===== config.mk =====
export PLATFORM = sky130hd
export DESIGN_NAME = bote_ctrl
export DESIGN_NICKNAME = d
export VERILOG_FILES = /design/src/rtl/bote_pkg.sv /design/src/rtl/bote_ctrl.sv
export SDC_FILE = /design/constraint.sdc
export NUM_CORES = 1
export LEC_CHECK = 0
export BUFFER_PORTS_ARGS = -buffer_cell sky130_fd_sc_hd__buf_2
export CAP_MARGIN = 20
export CORE_AREA = 2 2 39 41
export DETAILED_ROUTE_END_ITERATION = 10
export DIE_AREA = 0 0 41 43
export PLACE_DENSITY = 0.4
export SYNTH_ARGS = -nofsm -noshare
export SYNTH_HDL_FRONTEND = slang
export SYNTH_SLANG_ARGS = --single-unit
export TNS_END_PERCENT = 30

===== constraint.sdc =====
create_clock -name clock -period 1.1 [get_ports clock]
set_input_delay 0.11 -clock clock [delete_from_list [all_inputs] [get_ports clock]]
set_output_delay 0.11 -clock clock [all_outputs]
set_load 0.05 [all_outputs]

===== src/rtl/bote_pkg.sv =====
package bote_pkg;

   localparam int DEFAULT_BLOCK_COUNT = 512;
   localparam int DEFAULT_ENTRY_COUNT = 96;

   localparam int OP_W     = 3;
   localparam int BLK_W    = 9;
   localparam int OWNER_W  = 8;
   localparam int RES_W    = 8;
   localparam int WORD16_W = 16;
   localparam int STATUS_W = 2;
   localparam int COUNT_W  = 10;

   // operation codes
   localparam logic [OP_W-1:0] OP_WRITE_OWNER = 3'd0;
   localparam logic [OP_W-1:0] OP_WRITE_ENTRY = 3'd1;
   localparam logic [OP_W-1:0] OP_RELEASE     = 3'd2;
   localparam logic [OP_W-1:0] OP_RESET_ENTRY = 3'd3;
   localparam logic [OP_W-1:0] OP_ACTIVATE    = 3'd4;

   // result status codes
   localparam logic [STATUS_W-1:0] STATUS_OK       = 2'd0;
   localparam logic [STATUS_W-1:0] STATUS_BAD_IDX  = 2'd1;
   localparam logic [STATUS_W-1:0] STATUS_RELEASED = 2'd2;

   localparam logic [OWNER_W-1:0]  FREE_MARK      = 8'hFF;
   localparam logic [WORD16_W-1:0] FLAGS_IDLE     = 16'hFFFF;
   localparam logic [WORD16_W-1:0] ACTIVATE_LIMIT = 16'd16;
   localparam logic [COUNT_W-1:0]  COUNT_MAX      = 10'd1023;

   typedef enum logic [2:0] {
      ST_CLEAR,
      ST_IDLE,
      ST_LOOKUP,
      ST_SCAN,
      ST_DRAIN,
      ST_DONE
   } state_type;

   typedef struct packed {
      logic clear_pass;  // write free mark at scan address
      logic capture;     // latch request word, read entry table
      logic apply;       // act on entry or owner map, start a scan
      logic scan_issue;  // read owner map at scan address
   } cmd_type;

   typedef struct packed {
      logic scan_last;   // scan address at last block
   } stat_type;

endpackage


===== src/rtl/bote_ctrl.sv =====
module bote_ctrl import bote_pkg::*; (
   input  logic     clock,
   input  logic     reset,
   input  logic     start,
   input  stat_type stat,
   output cmd_type  cmd,
   output logic     busy,
   output logic     rsp_strobe
);

   state_type state_ff;
   state_type state_in;

   always_ff @(posedge clock) begin
      if (reset) begin
         state_ff <= ST_CLEAR;
      end else begin
         state_ff <= state_in;
      end
   end

   always_comb begin
      state_in   = state_ff;
      cmd        = '0;
      busy       = 1'b1;
      rsp_strobe = 1'b0;
      unique case (state_ff)
         ST_CLEAR: begin
            cmd.clear_pass = 1'b1;
            if (stat.scan_last) state_in = ST_IDLE;
         end
         ST_IDLE: begin
            busy = 1'b0;
            if (start) begin
               cmd.capture = 1'b1;
               state_in    = ST_LOOKUP;
            end
         end
         ST_LOOKUP: begin
            cmd.apply = 1'b1;
            state_in  = ST_SCAN;
         end
         ST_SCAN: begin
            cmd.scan_issue = 1'b1;
            if (stat.scan_last) state_in = ST_DRAIN;
         end
         ST_DRAIN: begin
            state_in = ST_DONE;
         end
         ST_DONE: begin
            rsp_strobe = 1'b1;
            state_in   = ST_IDLE;
         end
         default: begin
            state_in = ST_IDLE;
         end
      endcase
   end

endmodule


* Word level (Yosys, flattened, before mapping) *
Index checks and enable logic that the tools add are counted.

word-level totals
  register bits after elaboration = 3
  input bits = 4
  output and inout port bits = 6
  word-level logic and storage cells = 22

cells by class
  eq/ne operators = 8
  mux-type cells = 11
  reduce and logical (&&, ||, !) cells = 2

operators with widths
  operator                                             count
  case mux 3 bit (5 select lines)                      1
  2-to-1 mux 3 bit                                     3
  2-to-1 mux 1 bit                                     7
  equality test 3 x 2 -> 1 bit, second input constant  2
  equality test 3 bit, second input constant           2
  != test 2 bit, second input constant                 3
  equality test 3 x 1 -> 1 bit, second input constant  1
  logical NOT 3 bit                                    1
  AND reduction 3 bit                                  1

* Longest topological paths before layout *
  depth after elaboration = 3
  gate-level depth with buffers = 3
  mapped depth without buffers = 2

* Worst setup path before layout *
OpenSTA, ideal clock, no wires.

  path kind = flip-flop to output port
  start = register state_ff[1]
  end = output port rsp_strobe
  arrival time = 1.601 ns
  data required time = 0.990 ns
  path slack = -0.611 ns
  cell stages (with the launch flop) = 3
  buffers on the path = 1
  cell sequence = dfxtp_1 > buf_4 > nor3b_1

on the way
  cells in the longest elaborated chain, start to end = 2

ends and longest elaborated chain
  element                 RTL line         RTL
  start, declared         bote_ctrl.sv:11  state_type state_ff;
  start signal, assigned  bote_ctrl.sv:18  state_ff <= state_in;
  equality test 3 bit     bote_ctrl.sv:27  unique case (state_ff)
  2-to-1 mux 1 bit        bote_ctrl.sv:27
  end, declared           bote_ctrl.sv:8   output logic rsp_strobe

Every way passes these cells.

==> flow_summary.yaml <==
pwr:
  power.density_nw_per_um2: 1208
  switching_power_uw: 156.8
  p_comb_frac: 0.334
  pwr-share-clk: 0.412
  p_leak_uw: 0.0001621
  seq_power_share: 0.255
  switching_share: 0.3304
  internal-power_uw: 317.7
  ir_drop_mv: 0.4787
detailed_routing:
  drt_iter0_drc: 7
  drc: 0
  detail-route-antenna-nets: 0
  post_drt_wl_per_cell_um: 10.96
  routed_via_density: 4.091
  via_count: 225
  first_pass_iters: 3
  wirelength_um: 603
synthesis:
  synth_nets: 27
  netlist_area_sq_um: 205.2
  synth-seq-area-share: 0.2927
  yosysWarnings: 0
  synth.area.top_cells: "dfxtp_1 (29%), or3b_1 (13%), nor3b_1 (7.3%), nand2b_1 (6.1%), buf_6 (5.5%)"
  avgSynthCellArea_sq_um: 8.922
  netlist_instances: 23
  synth_top_area_frac: 0.2927
  synth_seq_cells: 3
  yosysTopAreaCell: "dfxtp_1"
  ys_types: 16
run_status:
  failed_checks: "setup timing"
  outcome: "complete, but fails checks"
worst_setup_path:
  cp_max_fo: 2
  cp-end-kind: "primary output"
  rr_worst_depth: 3
  worst-path-stages: 3
  critPathTopFamily: "simple AND/OR/NAND/NOR gates"
  critical_path_arrival_ns: 1.19
  critPathLaunchType: "flip-flop"
  cpPeakStageDelay_ns: 0.40
  required_ns: 0.99
  crit_buf_inv: 1
  cp_slowest_cell: "or3b_4"
  worstSetupPathType: "flip-flop to primary output"
  path_cells: "or3b_4 > nor2_4 > buf_8"
final_layout:
  reg_top3: "state_ff x3"
  top_register: "state_ff"
  largest_reg_flops: 3
  nets: 44
  fillers: 152
  layout_common_cells: "buf_6 (5), buf_2 (4), buf_4 (4), clkbuf_4 (3), dfxtp_2 (3)"
  n_antenna_cell: 0
  area_delta_synth_final_pct: 91.46
  final_common_cell: "buf_6"
  drive_gt1_frac: 0.7179
grt:
  grt_most_used_layer: "met2"
  grt_util_all_layers: 0.09529
  grt_antenna_before_repair: 0
  first_global_vias: 249
  grt_use_met1: 0.07372
  grt_pass1_wl_um: 1007
  met3_usage: 0.06283
  use_met2: 0.1500
  grt_max_degree: 11
  grt.overflow.total: 0
job:
  cap_viol_max_count: 0
place:
  place_ws_ns: -0.06617
  dp_hpwl_um: 414.5
  gp_congestion: 0.6910
  portBuffers: 9
sta:
  period_share: 1.185
  max_slew.worst_pin.slew_ns: 0.2479
  maxSlewHeadroom: 0.8359
  finalCriticalPeriod_ns: 1.303
  drv_slew: 0
  clock.fmax_mhz: 767.4
  finalClockSkew_ns: 0.004972
  hold_violations: 0
  rsz0062_at_grt: "yes"
  setup_violations: 7
  holdWs_ns: 0.07364
  worst_slack_ns: -0.2030
cts:
  cts.htree.levels: 1
  cts_root_buf: "clkbuf_4"
  clk_latency_ns: 0.23
  cts.sinks: 3
  clk_path_buf_depth: 2
  clkTransAtPathRegs_ns: 0.04
  cts_tree: "built"
  cts_buffers: 3
  cts_hold_buf: 0
floorplanning:
  die_area_sq_um: 1763
  die_y_um: 43
  placementRows: 14
  start_util: 0.1483
  die-width_um: 41
  core_area_sq_um: 1384
  ios: 10
worst_hold_path:
  hold_path.class: "primary input to flip-flop"
  hold_depth: 2
-- logic make-up (layout without fill, tap and decap cells) --
kind of cell,after synthesis,after routing,share of synthesized area
AO/OA/AOI/OAI,4,4,0.1524
AND/OR/NAND/NOR,12,12,0.4269
buffers and inverters,4,20,0.1281
flip-flops,3,3,0.2927
-- Yosys cell counts, drive strengths merged --
cell type and n:
nand2b 2, or3b 3, buf 2, nor2 1
a21oi 1, nor3 1, a41oi 1, a21bo 1
nand4b 1, inv 2, nand3b 1, nor3b 2
dfxtp 3, and3 1, a211oi 1
-- routing by layer --
layer  share of wire  wire (um)
met1            0.39        233
met2            0.59        354
met3           0.025         15
met4               0          0
met5               0          0
-- worst paths after layout --
path / to / startpoint / slack, ns
max reg2reg: state_ff[0]$_SDFFE_PP0P_ / state_ff[1]$_SDFFE_PP0P_ / 0
min reg2reg: state_ff[1]$_SDFFE_PP0P_ / state_ff[2]$_SDFFE_PP0P_ / 0.64
min: state_ff[2]$_SDFFE_PP0P_ / reset / 0.07
max: cmd[2] / state_ff[1]$_SDFFE_PP0P_ / -0.20
-- area by class of cell --
class / instances / area [sq um] / area share
multi-input cells: 16 / 151.4 / 0.3853
repair buffers: 14 / 121.4 / 0.3089
flip-flops and latches: 3 / 63.81 / 0.1624
clock buffers: 4 / 26.28 / 0.06688
well taps: 16 / 20.02 / 0.05096
inverters: 2 / 10.01 / 0.02548
-- power groups by stage --
stage / registers, uW / clock network (uW) / logic [uW]
3_5_place_dp: 122 / 0 / 134
2_1_floorplan: 121 / 0 / 108
3_3_place_gp: 122 / 0 / 133
5_1_grt: 121 / 224 / 167
4_1_cts: 120 / 205 / 156
6_report: 121 / 195 / 158
-- worst register-to-register path, cell delays in order, from the launching register on --
cell and delay (ns):
dfxtp_2 0.31, buf_4 0.16, or3b_4 0.39, a41oi_2 0.15
-- timing repair --
| item | in CTS | in global routing |
|---|---|---|
| gates cloned | 0 | 0 |
| setup buffers | 2 | 0 |
| resized for setup | 16 | 2 |
| setup endpoints to repair | 7 | 9 |
| pin swaps | 4 | 1 |
-- through the flow --
stage | util | setup TNS [ns] | instance area (sq um) | power [uW] | std cells
6_report | 0.2839 | -0.7220 | 392.9 | 474.5 | 55
5_1_grt | 0.2839 | -1.120 | 392.9 | 511.3 | 55
3_5_place_dp | 0.2152 | -0.1234 | 297.8 | 256.0 | 49
4_1_cts | 0.2803 | -0.7995 | 387.9 | 481.2 | 55
3_3_place_gp | 0.2152 | -0.1298 | 297.8 | 254.8 | 49
2_1_floorplan | - | -0.6471 | 229.0 | 229.3 | 23
Power figures use the tool's default switching activity.
